## src/rtl/core/assert_macros.svh

```systemverilog
// assertion macros shared by the rtl core
`ifndef ASSERT_MACROS_SVH
`define ASSERT_MACROS_SVH

`ifndef ASSERT_OFF

// expression must hold at every clock edge out of reset
`define ASSERT_ALWAYS(name, clk, rst, expr) \
   name: assert property (@(posedge clk) disable iff (rst) (expr)) \
      else $error("invariant check failed");

// consequent must hold in the same cycle as the antecedent
`define ASSERT_IMPL(name, clk, rst, ante, cons) \
   name: assert property (@(posedge clk) disable iff (rst) (ante) |-> (cons)) \
      else $error("implication check failed");

// consequent must hold in the cycle after the antecedent
`define ASSERT_NEXT(name, clk, rst, ante, cons) \
   name: assert property (@(posedge clk) disable iff (rst) (ante) |=> (cons)) \
      else $error("next-cycle check failed");

`else

`define ASSERT_ALWAYS(name, clk, rst, expr)
`define ASSERT_IMPL(name, clk, rst, ante, cons)
`define ASSERT_NEXT(name, clk, rst, ante, cons)

`endif

`endif

```

## src/rtl/core/tcff_pkg.sv

```systemverilog
package tcff_pkg;

   localparam int VALUE_WIDTH_DEF  = 32;
   localparam int SYMBOL_WIDTH_DEF = 16;

   localparam int KIND_W = 3;
   localparam int OP_W   = 4;
   localparam int OPK_W  = 2;

   // instruction kinds
   localparam logic [KIND_W-1:0] KIND_LABEL  = 3'd0;
   localparam logic [KIND_W-1:0] KIND_BINOP  = 3'd1;
   localparam logic [KIND_W-1:0] KIND_JZ     = 3'd2;
   localparam logic [KIND_W-1:0] KIND_GOTO   = 3'd3;
   localparam logic [KIND_W-1:0] KIND_ASSIGN = 3'd4;
   localparam logic [KIND_W-1:0] KIND_OTHER  = 3'd5;

   // operators
   localparam logic [OP_W-1:0] OP_ADD     = 4'd0;
   localparam logic [OP_W-1:0] OP_SUB     = 4'd1;
   localparam logic [OP_W-1:0] OP_MUL     = 4'd2;
   localparam logic [OP_W-1:0] OP_DIV     = 4'd3;
   localparam logic [OP_W-1:0] OP_EQ      = 4'd4;
   localparam logic [OP_W-1:0] OP_NE      = 4'd5;
   localparam logic [OP_W-1:0] OP_LT      = 4'd6;
   localparam logic [OP_W-1:0] OP_GT      = 4'd7;
   localparam logic [OP_W-1:0] OP_LE      = 4'd8;
   localparam logic [OP_W-1:0] OP_GE      = 4'd9;
   localparam logic [OP_W-1:0] OP_UNKNOWN = 4'd10;
   localparam logic [OP_W-1:0] OP_NONE    = 4'd11;

   // operand kinds
   localparam logic [OPK_W-1:0] OPND_EMPTY = 2'd0;
   localparam logic [OPK_W-1:0] OPND_LIT   = 2'd1;
   localparam logic [OPK_W-1:0] OPND_SYM   = 2'd2;
   localparam logic [OPK_W-1:0] OPND_BAD   = 2'd3;

   typedef struct packed {
      logic load;
      logic start;
      logic out_load;
   } tcff_cmd_type;

   typedef struct packed {
      logic is_label;
      logic needs_unit;
      logic emit;
      logic result_goto;
      logic unit_busy;
      logic unit_done;
   } tcff_status_type;

endpackage

```

## src/rtl/core/tcff_seq_unit.sv

```systemverilog
`include "assert_macros.svh"

// shared shift-add multiplier and restoring divider, one bit a cycle
module tcff_seq_unit
   import tcff_pkg::*;
#(
   parameter int WIDTH = VALUE_WIDTH_DEF
) (
   input  logic             clock,
   input  logic             reset,
   input  logic             start,
   input  logic             is_div,
   input  logic [WIDTH-1:0] opnd_a,
   input  logic [WIDTH-1:0] opnd_b,
   output logic             busy,
   output logic             done,
   output logic [WIDTH-1:0] result
);

   localparam int CNT_W = $clog2(WIDTH);
   localparam logic [CNT_W-1:0] CNT_LAST = CNT_W'(WIDTH - 1);

   logic             busy_ff, busy_in;
   logic             done_ff, done_in;
   logic [CNT_W-1:0] count_ff, count_in;
   logic [WIDTH-1:0] acc_ff, acc_in;
   logic [WIDTH-1:0] opa_ff, opa_in;
   logic [WIDTH-1:0] opb_ff, opb_in;
   logic             neg_ff, neg_in;
   logic             div_ff, div_in;

   logic [WIDTH-1:0] mag_a, mag_b;
   logic [WIDTH:0]   shifted, diff;
   logic             fits;

   assign mag_a   = opnd_a[WIDTH-1] ? (~opnd_a + 1'b1) : opnd_a;
   assign mag_b   = opnd_b[WIDTH-1] ? (~opnd_b + 1'b1) : opnd_b;
   assign shifted = {acc_ff, opa_ff[WIDTH-1]};
   assign diff    = shifted - {1'b0, opb_ff};
   assign fits    = ~diff[WIDTH];

   always_comb begin
      busy_in  = busy_ff;
      done_in  = done_ff;
      count_in = count_ff;
      acc_in   = acc_ff;
      opa_in   = opa_ff;
      opb_in   = opb_ff;
      neg_in   = neg_ff;
      div_in   = div_ff;
      if (start) begin
         busy_in  = 1'b1;
         done_in  = 1'b0;
         count_in = '0;
         acc_in   = '0;
         div_in   = is_div;
         neg_in   = opnd_a[WIDTH-1] ^ opnd_b[WIDTH-1];
         opa_in   = is_div ? mag_a : opnd_a;
         opb_in   = is_div ? mag_b : opnd_b;
      end else if (busy_ff) begin
         if (div_ff) begin
            acc_in = fits ? diff[WIDTH-1:0] : shifted[WIDTH-1:0];
            opa_in = {opa_ff[WIDTH-2:0], fits};
         end else begin
            acc_in = opb_ff[0] ? (acc_ff + opa_ff) : acc_ff;
            opa_in = {opa_ff[WIDTH-2:0], 1'b0};
            opb_in = {1'b0, opb_ff[WIDTH-1:1]};
         end
         count_in = count_ff + 1'b1;
         if (count_ff == CNT_LAST) begin
            busy_in = 1'b0;
            done_in = 1'b1;
         end
      end
   end

   always_ff @(posedge clock) begin
      if (reset) begin
         busy_ff  <= 1'b0;
         done_ff  <= 1'b0;
         count_ff <= '0;
      end else begin
         busy_ff  <= busy_in;
         done_ff  <= done_in;
         count_ff <= count_in;
      end
   end

   always_ff @(posedge clock) begin
      acc_ff <= acc_in;
      opa_ff <= opa_in;
      opb_ff <= opb_in;
      neg_ff <= neg_in;
      div_ff <= div_in;
   end

   assign busy   = busy_ff;
   assign done   = done_ff;
   assign result = div_ff ? (neg_ff ? (~opa_ff + 1'b1) : opa_ff) : acc_ff;

   `ASSERT_ALWAYS(a_done_not_busy, clock, reset, !(done_ff && busy_ff))
   `ASSERT_NEXT(a_start_busy, clock, reset, start, busy_ff && !done_ff)

endmodule

```

## src/rtl/core/tcff_datapath.sv

```systemverilog
module tcff_datapath
   import tcff_pkg::*;
#(
   parameter int VALUE_WIDTH  = VALUE_WIDTH_DEF,
   parameter int SYMBOL_WIDTH = SYMBOL_WIDTH_DEF
) (
   input  logic                    clock,
   input  logic                    reset,
   input  tcff_cmd_type            cmd,
   output tcff_status_type         status,
   input  logic [KIND_W-1:0]       in_kind,
   input  logic [OP_W-1:0]         in_alu_op,
   input  logic [OPK_W-1:0]        in_first_kind,
   input  logic [VALUE_WIDTH-1:0]  in_first_value,
   input  logic [SYMBOL_WIDTH-1:0] in_first_symbol,
   input  logic [OPK_W-1:0]        in_second_kind,
   input  logic [VALUE_WIDTH-1:0]  in_second_value,
   input  logic [SYMBOL_WIDTH-1:0] in_second_symbol,
   input  logic [SYMBOL_WIDTH-1:0] in_dest_symbol,
   output logic [KIND_W-1:0]       out_kind,
   output logic [OP_W-1:0]         out_alu_op,
   output logic [OPK_W-1:0]        out_first_kind,
   output logic [VALUE_WIDTH-1:0]  out_first_value,
   output logic [SYMBOL_WIDTH-1:0] out_first_symbol,
   output logic [OPK_W-1:0]        out_second_kind,
   output logic [VALUE_WIDTH-1:0]  out_second_value,
   output logic [SYMBOL_WIDTH-1:0] out_second_symbol,
   output logic [SYMBOL_WIDTH-1:0] out_dest_symbol
);

   // working item
   logic [KIND_W-1:0]              kind_ff;
   logic [OP_W-1:0]                op_ff;
   logic [OPK_W-1:0]               k1_ff, k2_ff;
   logic signed [VALUE_WIDTH-1:0]  v1_ff, v2_ff;
   logic [SYMBOL_WIDTH-1:0]        s1_ff, s2_ff, dest_ff;

   // result register
   logic [KIND_W-1:0]       rkind_ff, rkind_in;
   logic [OP_W-1:0]         rop_ff, rop_in;
   logic [OPK_W-1:0]        rk1_ff, rk1_in, rk2_ff, rk2_in;
   logic [VALUE_WIDTH-1:0]  rv1_ff, rv1_in, rv2_ff, rv2_in;
   logic [SYMBOL_WIDTH-1:0] rs1_ff, rs1_in, rs2_ff, rs2_in, rdest_ff;

   logic                   lit_pair, fold_ok, use_unit, fold;
   logic [VALUE_WIDTH-1:0] quick_val, fold_val, unit_res;
   logic                   unit_busy, unit_done;
   logic                   jz_lit;
   logic [KIND_W-1:0]      f_kind;
   logic [OPK_W-1:0]       f_k1;
   logic [VALUE_WIDTH-1:0] f_v1;

   // normalised capture of the incoming transfer
   always_ff @(posedge clock) begin
      if (cmd.load) begin
         kind_ff <= (in_kind > KIND_OTHER) ? KIND_OTHER : in_kind;
         op_ff   <= (in_alu_op > OP_NONE) ? OP_UNKNOWN : in_alu_op;
         k1_ff   <= (in_first_kind == OPND_BAD) ? OPND_EMPTY : in_first_kind;
         k2_ff   <= (in_second_kind == OPND_BAD) ? OPND_EMPTY : in_second_kind;
         v1_ff   <= in_first_value;
         v2_ff   <= in_second_value;
         s1_ff   <= in_first_symbol;
         s2_ff   <= in_second_symbol;
         dest_ff <= in_dest_symbol;
      end
   end

   tcff_seq_unit #(
      .WIDTH(VALUE_WIDTH)
   ) u_seq_unit (
      .clock (clock),
      .reset (reset),
      .start (cmd.start),
      .is_div(op_ff == OP_DIV),
      .opnd_a(v1_ff),
      .opnd_b(v2_ff),
      .busy  (unit_busy),
      .done  (unit_done),
      .result(unit_res)
   );

   assign lit_pair = (kind_ff == KIND_BINOP) && (k1_ff == OPND_LIT) && (k2_ff == OPND_LIT);

   always_comb begin
      fold_ok   = 1'b1;
      use_unit  = 1'b0;
      quick_val = '0;
      unique case (op_ff)
         OP_ADD: quick_val = v1_ff + v2_ff;
         OP_SUB: quick_val = v1_ff - v2_ff;
         OP_MUL: use_unit = 1'b1;
         OP_DIV: begin
            use_unit = 1'b1;
            fold_ok  = (v2_ff != '0);
         end
         OP_EQ: quick_val = {{(VALUE_WIDTH-1){1'b0}}, v1_ff == v2_ff};
         OP_NE: quick_val = {{(VALUE_WIDTH-1){1'b0}}, v1_ff != v2_ff};
         OP_LT: quick_val = {{(VALUE_WIDTH-1){1'b0}}, v1_ff < v2_ff};
         OP_GT: quick_val = {{(VALUE_WIDTH-1){1'b0}}, v1_ff > v2_ff};
         OP_LE: quick_val = {{(VALUE_WIDTH-1){1'b0}}, v1_ff <= v2_ff};
         OP_GE: quick_val = {{(VALUE_WIDTH-1){1'b0}}, v1_ff >= v2_ff};
         default: fold_ok = 1'b0;
      endcase
   end

   assign fold     = lit_pair && fold_ok;
   assign fold_val = use_unit ? unit_res : quick_val;

   always_comb begin
      f_kind = fold ? KIND_ASSIGN : kind_ff;
      f_k1   = k1_ff;
      f_v1   = fold ? fold_val : v1_ff;
      jz_lit = (kind_ff == KIND_JZ) && (k1_ff == OPND_LIT);
      rkind_in = f_kind;
      rop_in   = fold ? OP_NONE : op_ff;
      rk2_in   = fold ? OPND_EMPTY : k2_ff;
      // jump on literal zero turns into a plain goto
      if (jz_lit) begin
         rkind_in = KIND_GOTO;
         f_k1     = OPND_EMPTY;
      end
      rk1_in = f_k1;
      rv1_in = (f_k1 == OPND_LIT) ? f_v1 : '0;
      rs1_in = (f_k1 == OPND_SYM) ? s1_ff : '0;
      rv2_in = (rk2_in == OPND_LIT) ? v2_ff : '0;
      rs2_in = (rk2_in == OPND_SYM) ? s2_ff : '0;
   end

   always_ff @(posedge clock) begin
      if (cmd.out_load) begin
         rkind_ff <= rkind_in;
         rop_ff   <= rop_in;
         rk1_ff   <= rk1_in;
         rv1_ff   <= rv1_in;
         rs1_ff   <= rs1_in;
         rk2_ff   <= rk2_in;
         rv2_ff   <= rv2_in;
         rs2_ff   <= rs2_in;
         rdest_ff <= dest_ff;
      end
   end

   assign status.is_label    = (kind_ff == KIND_LABEL);
   assign status.needs_unit  = fold && use_unit;
   assign status.emit        = !(jz_lit && (v1_ff != '0));
   assign status.result_goto = (rkind_in == KIND_GOTO);
   assign status.unit_busy   = unit_busy;
   assign status.unit_done   = unit_done;

   assign out_kind          = rkind_ff;
   assign out_alu_op        = rop_ff;
   assign out_first_kind    = rk1_ff;
   assign out_first_value   = rv1_ff;
   assign out_first_symbol  = rs1_ff;
   assign out_second_kind   = rk2_ff;
   assign out_second_value  = rv2_ff;
   assign out_second_symbol = rs2_ff;
   assign out_dest_symbol   = rdest_ff;

endmodule

```

## src/rtl/core/tcff_controller.sv

```systemverilog
`include "assert_macros.svh"

module tcff_controller
   import tcff_pkg::*;
(
   input  logic            clock,
   input  logic            reset,
   input  logic            req_tvalid,
   output logic            req_tready,
   output logic            rsp_tvalid,
   input  logic            rsp_tready,
   output tcff_cmd_type    cmd,
   input  tcff_status_type status
);

   localparam logic [1:0] ST_IDLE = 2'd0;
   localparam logic [1:0] ST_EVAL = 2'd1;
   localparam logic [1:0] ST_CALC = 2'd2;
   localparam logic [1:0] ST_EMIT = 2'd3;

   logic [1:0] state_ff, state_in;
   logic       skip_ff, skip_in;
   logic       out_valid_ff, out_valid_in;
   logic       out_free;

   assign out_free = !out_valid_ff || rsp_tready;

   always_comb begin
      state_in     = state_ff;
      skip_in      = skip_ff;
      cmd.load     = 1'b0;
      cmd.start    = 1'b0;
      cmd.out_load = 1'b0;
      req_tready   = 1'b0;
      unique case (state_ff)
         ST_IDLE: begin
            req_tready = 1'b1;
            if (req_tvalid) begin
               cmd.load = 1'b1;
               state_in = ST_EVAL;
            end
         end
         ST_EVAL: begin
            priority if (skip_ff && !status.is_label) begin
               state_in = ST_IDLE;
            end else if (!status.emit) begin
               skip_in  = 1'b0;
               state_in = ST_IDLE;
            end else if (status.needs_unit) begin
               skip_in   = 1'b0;
               cmd.start = 1'b1;
               state_in  = ST_CALC;
            end else begin
               skip_in  = 1'b0;
               state_in = ST_EMIT;
            end
         end
         ST_CALC: begin
            if (status.unit_done) begin
               state_in = ST_EMIT;
            end
         end
         ST_EMIT: begin
            if (out_free) begin
               cmd.out_load = 1'b1;
               skip_in      = status.result_goto;
               state_in     = ST_IDLE;
            end
         end
         default: state_in = ST_IDLE;
      endcase
   end

   always_comb begin
      out_valid_in = out_valid_ff;
      if (cmd.out_load) begin
         out_valid_in = 1'b1;
      end else if (rsp_tready) begin
         out_valid_in = 1'b0;
      end
   end

   always_ff @(posedge clock) begin
      if (reset) begin
         state_ff     <= ST_IDLE;
         skip_ff      <= 1'b0;
         out_valid_ff <= 1'b0;
      end else begin
         state_ff     <= state_in;
         skip_ff      <= skip_in;
         out_valid_ff <= out_valid_in;
      end
   end

   assign rsp_tvalid = out_valid_ff;

   `ASSERT_IMPL(a_calc_unit_active, clock, reset, state_ff == ST_CALC,
                status.unit_busy || status.unit_done)
   `ASSERT_NEXT(a_goto_sets_skip, clock, reset, cmd.out_load && status.result_goto, skip_ff)
   `ASSERT_IMPL(a_no_overwrite, clock, reset, cmd.out_load, !out_valid_ff || rsp_tready)

endmodule

```

## src/rtl/core/tac_constant_fold_filter_unit.sv

```systemverilog
// channel   dir  handshake              payload
// req       in   req_tvalid/req_tready  req_tuser instr kind, req_tdata operands
// rsp       out  rsp_tvalid/rsp_tready  rsp_tuser out kind, rsp_tdata operands
//
// an item that passes or folds by add, sub or compare goes through the idle, eval and
// emit states to the result register; the next transfer is taken back in idle
// mul and div run in the bit-serial unit: eval starts it, calc waits for its done flag,
// then emit loads the result register; no new transfer is taken until then
// an item dropped by the skip flag or by a jump on a nonzero literal goes idle, eval, idle
// reset is synchronous and clears the state machine, skip flag and output valid
// the output register holds a result while rsp is stalled; the next item is taken
// meanwhile and its result waits in the emit state until the register frees up
module tac_constant_fold_filter_unit
   import tcff_pkg::*;
#(
   parameter int VALUE_WIDTH  = VALUE_WIDTH_DEF,
   parameter int SYMBOL_WIDTH = SYMBOL_WIDTH_DEF,
   localparam int RAW_W  = OP_W + 2 * OPK_W + 2 * VALUE_WIDTH + 3 * SYMBOL_WIDTH,
   localparam int DATA_W = ((RAW_W + 7) / 8) * 8
) (
   input  logic              clock,
   input  logic              reset,
   input  logic              req_tvalid,
   output logic              req_tready,
   // alu_op, first_kind, first_value, first_symbol, second_kind, second_value,
   // second_symbol, dest_symbol, zero fill
   input  logic [DATA_W-1:0] req_tdata,
   // instr_kind
   input  logic [KIND_W-1:0] req_tuser,
   output logic              rsp_tvalid,
   input  logic              rsp_tready,
   // out_alu_op, out_first_kind, out_first_value, out_first_symbol, out_second_kind,
   // out_second_value, out_second_symbol, out_dest_symbol, zero fill
   output logic [DATA_W-1:0] rsp_tdata,
   // out_kind
   output logic [KIND_W-1:0] rsp_tuser
);

   localparam int OFS_OP = 0;
   localparam int OFS_K1 = OFS_OP + OP_W;
   localparam int OFS_V1 = OFS_K1 + OPK_W;
   localparam int OFS_S1 = OFS_V1 + VALUE_WIDTH;
   localparam int OFS_K2 = OFS_S1 + SYMBOL_WIDTH;
   localparam int OFS_V2 = OFS_K2 + OPK_W;
   localparam int OFS_S2 = OFS_V2 + VALUE_WIDTH;
   localparam int OFS_D  = OFS_S2 + SYMBOL_WIDTH;

   tcff_cmd_type    cmd;
   tcff_status_type status;

   logic [OP_W-1:0]         o_op;
   logic [OPK_W-1:0]        o_k1, o_k2;
   logic [VALUE_WIDTH-1:0]  o_v1, o_v2;
   logic [SYMBOL_WIDTH-1:0] o_s1, o_s2, o_dest;
   logic [RAW_W-1:0]        rsp_raw;

   tcff_controller u_controller (
      .clock     (clock),
      .reset     (reset),
      .req_tvalid(req_tvalid),
      .req_tready(req_tready),
      .rsp_tvalid(rsp_tvalid),
      .rsp_tready(rsp_tready),
      .cmd       (cmd),
      .status    (status)
   );

   tcff_datapath #(
      .VALUE_WIDTH (VALUE_WIDTH),
      .SYMBOL_WIDTH(SYMBOL_WIDTH)
   ) u_datapath (
      .clock            (clock),
      .reset            (reset),
      .cmd              (cmd),
      .status           (status),
      .in_kind          (req_tuser),
      .in_alu_op        (req_tdata[OFS_OP +: OP_W]),
      .in_first_kind    (req_tdata[OFS_K1 +: OPK_W]),
      .in_first_value   (req_tdata[OFS_V1 +: VALUE_WIDTH]),
      .in_first_symbol  (req_tdata[OFS_S1 +: SYMBOL_WIDTH]),
      .in_second_kind   (req_tdata[OFS_K2 +: OPK_W]),
      .in_second_value  (req_tdata[OFS_V2 +: VALUE_WIDTH]),
      .in_second_symbol (req_tdata[OFS_S2 +: SYMBOL_WIDTH]),
      .in_dest_symbol   (req_tdata[OFS_D +: SYMBOL_WIDTH]),
      .out_kind         (rsp_tuser),
      .out_alu_op       (o_op),
      .out_first_kind   (o_k1),
      .out_first_value  (o_v1),
      .out_first_symbol (o_s1),
      .out_second_kind  (o_k2),
      .out_second_value (o_v2),
      .out_second_symbol(o_s2),
      .out_dest_symbol  (o_dest)
   );

   assign rsp_raw   = {o_dest, o_s2, o_v2, o_k2, o_s1, o_v1, o_k1, o_op};
   assign rsp_tdata = DATA_W'(rsp_raw);

endmodule

```

## config.mk

```make
export PLATFORM = sky130hd
export DESIGN_NAME = tac_constant_fold_filter_unit
export DESIGN_NICKNAME = d
export VERILOG_FILES = /design/src/rtl/core/tcff_pkg.sv /design/src/rtl/core/tcff_seq_unit.sv /design/src/rtl/core/tcff_datapath.sv /design/src/rtl/core/tcff_controller.sv /design/src/rtl/core/tac_constant_fold_filter_unit.sv
export VERILOG_INCLUDE_DIRS = /design/src /design/src/rtl/core
export SDC_FILE = /design/constraint.sdc
export NUM_CORES = 1
export LEC_CHECK = 0
export BUFFER_PORTS_ARGS = -buffer_cell sky130_fd_sc_hd__buf_2
export CORE_ASPECT_RATIO = 0.8
export CORE_MARGIN = 5
export CORE_UTILIZATION = 60
export CTS_CLUSTER_DIAMETER = 150
export DETAILED_ROUTE_END_ITERATION = 10
export PLACE_DENSITY = 0.93
export SETUP_SLACK_MARGIN = 0.2
export SLEW_MARGIN = 20
export SYNTH_ARGS = -nofsm -noshare
export SYNTH_HDL_FRONTEND = slang
export SYNTH_SLANG_ARGS = --single-unit
```

## constraint.sdc

```tcl
create_clock -name clock -period 6.2 [get_ports clock]
set_input_delay 1.55 -clock clock [delete_from_list [all_inputs] [get_ports clock]]
set_output_delay 1.55 -clock clock [all_outputs]
set_load 0.05 [all_outputs]
```

== Yosys cells after proc, flatten, opt, wreduce, memory -nomap -nowiden ==
Cells that the tools add are included.
Operators by class
  magnitude comparators: 6
  reductions and logical operators: 27
  mux-type cells: 48
  add/sub/neg operators: 8
  eq/ne operators: 31
  bitwise logic cells: 5
Operators by type and width (number)
  32-bit two-way mux: 16
  32-bit one-hot mux with 8 select lines: 1
  32-bit by 1-bit adder with 32-bit output, second input constant: 3
  32-bit inverter: 3
  32-bit adder: 2
  32-bit nonzero test: 2
  33-bit by 32-bit subtractor with 33-bit output: 1
  32-bit equality test: 1
  32-bit greater-or-equal comparator: 1
  32-bit greater-than comparator: 1
  32-bit <= comparator: 1
  32-bit less-than comparator: 1
  32-bit != test: 1
  32-bit subtractor: 1
  1-bit two-way mux: 19
  4-bit by 3-bit equality test with 1-bit output, second input constant: 4
  2-bit two-way mux: 7
  2-bit equality test, second input constant: 6
  2-bit by 1-bit equality test with 1-bit output, second input constant: 5
  9-bit OR reduction: 1
  4-bit by 2-bit equality test with 1-bit output, second input constant: 2
  4-bit equality test, second input constant: 2
  2-bit one-hot mux with 4 select lines: 1
  2-bit nonzero test: 4
  22 further kinds: 39
Storage, ports and cells
  bits of input ports: 127
  logic and storage cells: 154
  flip-flop bits (word level): 355
  output and inout port bits: 125

== Longest topological paths before layout ==
  depth in word-level cells: 11
  mapped depth: 15
  gate-level depth less buffers: 13

== Hierarchy ==
A second synthesis with hierarchy kept.
Second synthesis, totals
  cells, all modules: 2382
  area total of the unflattened synthesis: 22835.7 um^2
By module, submodules not included
  tcff_datapath: instances 1, cells each 1061, area each 12495.7 um^2, sequential area each 7387.1 um^2
  tcff_seq_unit: instances 1, cells each 1292, area each 10094.7 um^2, sequential area each 2762.6 um^2
  tcff_controller: instances 1, cells each 29, area each 245.2 um^2, sequential area each 80.1 um^2

== Worst setup path after synthesis ==
OpenSTA, ideal clock, no wires.
  path kind: input -> register
  from: input req_tvalid
  to: register u_datapath.dest_ff[0] (enable)
  slack: 1333 ps
  buffers on the path: 0
  arrival time: 4371 ps
  cell stages on the path: 1
  required time: 5704 ps
  cell sequence: and2_1
Between the ends
  word-level cells in the longest chain between the ends: 2
Ends and longest elaborated chain
  start: declaration: RTL line tac_constant_fold_filter_unit.sv:23  | input logic req_tvalid,
  1-bit two-way mux: RTL line tcff_controller.sv:38  | if (req_tvalid) begin
  1-bit two-way mux: RTL line tcff_controller.sv:35  | unique case (state_ff)
  end signal: assignment: RTL line tcff_datapath.sv:64  | dest_ff <= in_dest_symbol;
  end: declaration: RTL line tcff_datapath.sv:36  | logic [SYMBOL_WIDTH-1:0] s1_ff, s2_ff, dest_ff;
No other way between the ends.
A chain may end at the register's enable or synchronous reset.

== Final worst setup path ==
  from: register u_datapath.v1_ff[8]
  to: register u_datapath.u_seq_unit.opb_ff[11] (data pin)
Between the ends
  word-level cells in the longest chain between the ends: 6
Ends and longest elaborated chain
  start: declaration: RTL line tcff_datapath.sv:35  | logic signed [VALUE_WIDTH-1:0] v1_ff, v2_ff;
  start signal: assignment: RTL line tcff_datapath.sv:60  | v1_ff <= in_first_value;
  32-bit nonzero test: RTL line tcff_datapath.sv:145  | assign status.emit = !(jz_lit && (v1_ff != '0));
  1-bit logical AND: RTL line tcff_datapath.sv:145
  1-bit two-way mux: RTL line tcff_controller.sv:46  | end else if (!status.emit) begin
  1-bit two-way mux: RTL line tcff_controller.sv:44  | priority if (skip_ff && !status.is_label) begin
  1-bit two-way mux: RTL line tcff_controller.sv:35
  32-bit two-way mux: RTL line tcff_seq_unit.sv:51  | if (start) begin
  net u_datapath.u_seq_unit.opb_in[11]: RTL line tcff_seq_unit.sv:28  | logic [WIDTH-1:0] opb_ff, opb_in;
  end signal: assignment: RTL line tcff_seq_unit.sv:92  | opb_ff <= opb_in;
  end: declaration: RTL line tcff_seq_unit.sv:28
The timed path passes the listed nets, and every way through them passes these cells.

==> results.cfg <==
[placement]
routabilityCongestion = 0.975
numPlacedInstances = 3056
hpwl_um = 54800
port_buffers = 251

[die]
dieHeight_um = 185
placement_rows = 64
initial_cell_density_of_the_core = 0.603
floorplan.io_pins = 252
die_x_extent_um = 228
floorplan.core_area_um2 = 38000
design.die.area_um2 = 42200

[clock_network]
postCtsHoldBufs = 0
cts_inserted_buffers = 36
clk_pin_slew_worst_paths_ns = 0.07
cts.path.max_buffers = 3
clk_latency_ns = 0.56
cts_tree = built
cts.repair_timing.setup_buffer_count = 0
cts_htree_levels = 2
cts_root_buffer = clkbuf_16
tritoncts_num_sinks = 355
cts-resized-gates = 0

[layout]
final_core_util = 0.672
final_cells = 3122
final_net_count = 2861
areaGrowthSynthToFinish_pct = 11.5
drive_above_1_share = 0.138

[worst_hold_path]
min_to = u_datapath.out_dest_symbol[12]
hold_start = u_datapath.dest_ff[12]
holdPathStages = 0
min-delay-path-class = reg -> reg

[worst_setup_path]
critPathArrivalTime_ns = 4.93
cp_top_family = simple AND/OR/NAND/NOR gates
cp_slowest_cell = nand3_4
endpoint_kind = flip-flop
critPathBufInv = 1
crit_path_cell_trace = or4_1, or4_1, nor3_2, and3_1, nand2_1, a21oi_2, nand3_4, buf_4, nand2_1, o21ai_0
rrSetupSlack_ns = 1.53
reg2reg_depth = 10
worstPathRequired_ns = 6.46
worst_path_max_fanout = 92
reg2reg_to = u_datapath.u_seq_unit.opb_ff[11]
crit_type = reg -> reg
beginning_of_the_worst_register_to_register_path = u_datapath.v1_ff[8]
critical_path.max_stage_delay_ns = 0.71
launching_element_type_of_the_critical_path = flip-flop

[global_routing]
wire_length_of_the_first_global_routing_pass_um = 110000
track_usage = 0.327
grt_overflow_total = 0
antenna_found_initial = 1
grt_max_degree = 93
grt_pass1_vias = 19500

[drt]
postRouteAntennaNets = 0
detail_route.drc_violations = 0
number_of_violations_reported_at_the_end_of_detailed_routing_iteration_0 = 2802
num_vias = 20600
routed_via_count_divided_by_cell_count = 6.59
wl_per_cell_um = 23.3
totalWireLength_um = 72800
drt_pass1_iterations = 6

[synthesis]
synth_area_um2 = 22900
yosysTopAreaCell = edfxtp_1
async_flop_share = 0
yosys.area.top_type_share = 0.410
ys_seq_area_frac = 0.447
syn_inst = 2408
dominantRegCellSynth = edfxtp_1
synth_enable_flop_cells = 312
synth_fp_nets = 2670
yosys.cell_types.count = 82
yosysWarningCount = 0
postSynthRegisterBits = 355
synth_top_cells_by_area = edfxtp_1 41%, ha_1 7.2%, o21ai_0 5.0%, a21oi_1 4.6%, xnor2_1 3.9%
synth.avg_cell_area_um2 = 9.50

[power]
power_leakage_nw = 10.2
power_per_unit_of_standard_cell_area_nw_per_um2 = 257
irDropWorstVdd_v = 0.000210

[timing]
tns_ns = 0
timing.max_slew.rel_slack = 0.274
setup_viol = 0
finalMaxSlewViolations = 0
worst_slew_pin_tran_ns = 1.09
final-hold-violation-count = 0
hold_ws_ns = 0.420
fmax_mhz = 214
min_period_ns = 4.67
finalCritPeriodShare = 0.753
rsz_0062_raised_after_global_routing = no
fin_worst_skew_ns = 0.0299

[run_status]
status = finished, final reports clean

[run]
max-cap-violations = 0
==> synth_stat cells (all sizes together) (27+ instances only) <==
cell type    n
edfxtp     312
dfxtp       43
xor2        68
and3        52
o21ai      239
inv        114
nand3       40
a21o        47
a211oi      28
a21oi      211
nor2b       27
nand2      212
clkbuf      95
o31ai       29
xnor2      102
nor3        59
and2        44
ha         131
nand2b      33
nor2       174
==> worst max path at each step <==
stage                             start                          endpoint  slack [ns]  cells after the start
floorplan                    req_tvalid             u_datapath.dest_ff[0]        1.33                      1
global placement    u_datapath.v2_ff[2]     u_datapath.out_first_value[0]        1.97                     10
detailed placement  u_datapath.v1_ff[8]  u_datapath.u_seq_unit.opb_ff[10]        1.74                     10
CTS                 u_datapath.v1_ff[8]  u_datapath.u_seq_unit.opb_ff[11]        1.70                     10
global route        u_datapath.v1_ff[8]  u_datapath.u_seq_unit.opa_ff[24]        1.29                     10
finish              u_datapath.v1_ff[8]  u_datapath.u_seq_unit.opb_ff[11]        1.53                     10
==> through the flow <==
step	power (mW)	instance area, µm²	setup slack, ns
global placement	4.46	24400	1.97
detailed placement	4.50	24400	1.74
CTS	6.51	25500	1.70
finish	6.55	25500	1.53
global route	6.81	25500	1.29
floorplan	4.04	22900	1.33
==> flip-flops by register name, summed over array words and instances (netlist names), 16 cells and up, named ones only <==
| signal | flops |
|---|---|
| u_datapath.dest_ff | 16 |
| u_datapath.out_dest_symbol | 16 |
| u_datapath.out_first_symbol | 16 |
| u_datapath.out_first_value | 32 |
| u_datapath.out_second_symbol | 16 |
| u_datapath.out_second_value | 32 |
| u_datapath.s1_ff | 16 |
| u_datapath.s2_ff | 16 |
| u_datapath.u_seq_unit.acc_ff | 32 |
| u_datapath.u_seq_unit.opa_ff | 32 |
| u_datapath.u_seq_unit.opb_ff | 32 |
| u_datapath.v1_ff | 32 |
| u_datapath.v2_ff | 32 |
==> power breakdown <==
group	internal [mW]	leakage (nW)	total, mW	switching, mW
Clock	1.08	0.515	2.05	0.963
Combinational	0.580	6.42	1.60	1.02
Sequential	2.75	3.25	2.91	0.156
==> layout make-up <==
cell class | count | area [µm²]
well taps | 495 | 619
flip-flops and latches | 355 | 10200
inverters | 114 | 430
repair buffers | 274 | 1430
clock buffers | 42 | 923
fillers | 2911 | 12400
clock inverters | 23 | 148
multi-input cells | 1818 | 11700
diodes | 1 | 2.50
==> layout by cell type (no fill, tap or decap), types with 29 or more instances in the layout <==
cell	n
edfxtp_1	312
buf_2	251
o21ai_0	228
nand2_1	212
a21oi_1	210
nor2_1	173
ha_1	131
inv_1	112
xnor2_1	102
xor2_1	68
nor3_1	57
and3_1	51
a21o_1	47
dfxtp_1	43
and2_1	42
nand3_1	39
clkbuf_16	36
nand2b_1	33
o31ai_1	29
==> kinds of logic (layout without fill, tap and decap cells) <==
group                      count (synthesis)  after routing  synth area share
and+or+nand+nor                          747            747             0.161
other                                      0              1                 0
xor gates and xnor gates                 170            170            0.0651
adders and majority gates                135            135            0.0751
buffers and inverters                    235            453            0.0411
AOI/OAI and AO/OA                        743            743             0.201
DFF                                      355            355             0.447
muxes                                     23             23            0.0101
==> metal layers <==
layer | vias to the layer above | share of wire | GRT usage
met5 | - | 0 | 0
met4 | 0 | 0.046 | 0.133
met3 | 230 | 0.10 | 0.0670
met2 | 1338 | 0.46 | 0.530
met1 | 9727 | 0.39 | 0.437
li1 | 9269 | - | -
==> worst reg2reg max path, stage by stage, from the launching register on <==
cell and delay, ns:
edfxtp_1 0.53, or4_1 0.65, or4_1 0.53, nor3_2 0.28, and3_1 0.31, nand2_1 0.11
a21oi_2 0.29, nand3_4 0.71, buf_4 0.67, nand2_1 0.15, o21ai_0 0.14
Power figures use the tool's default switching activity.
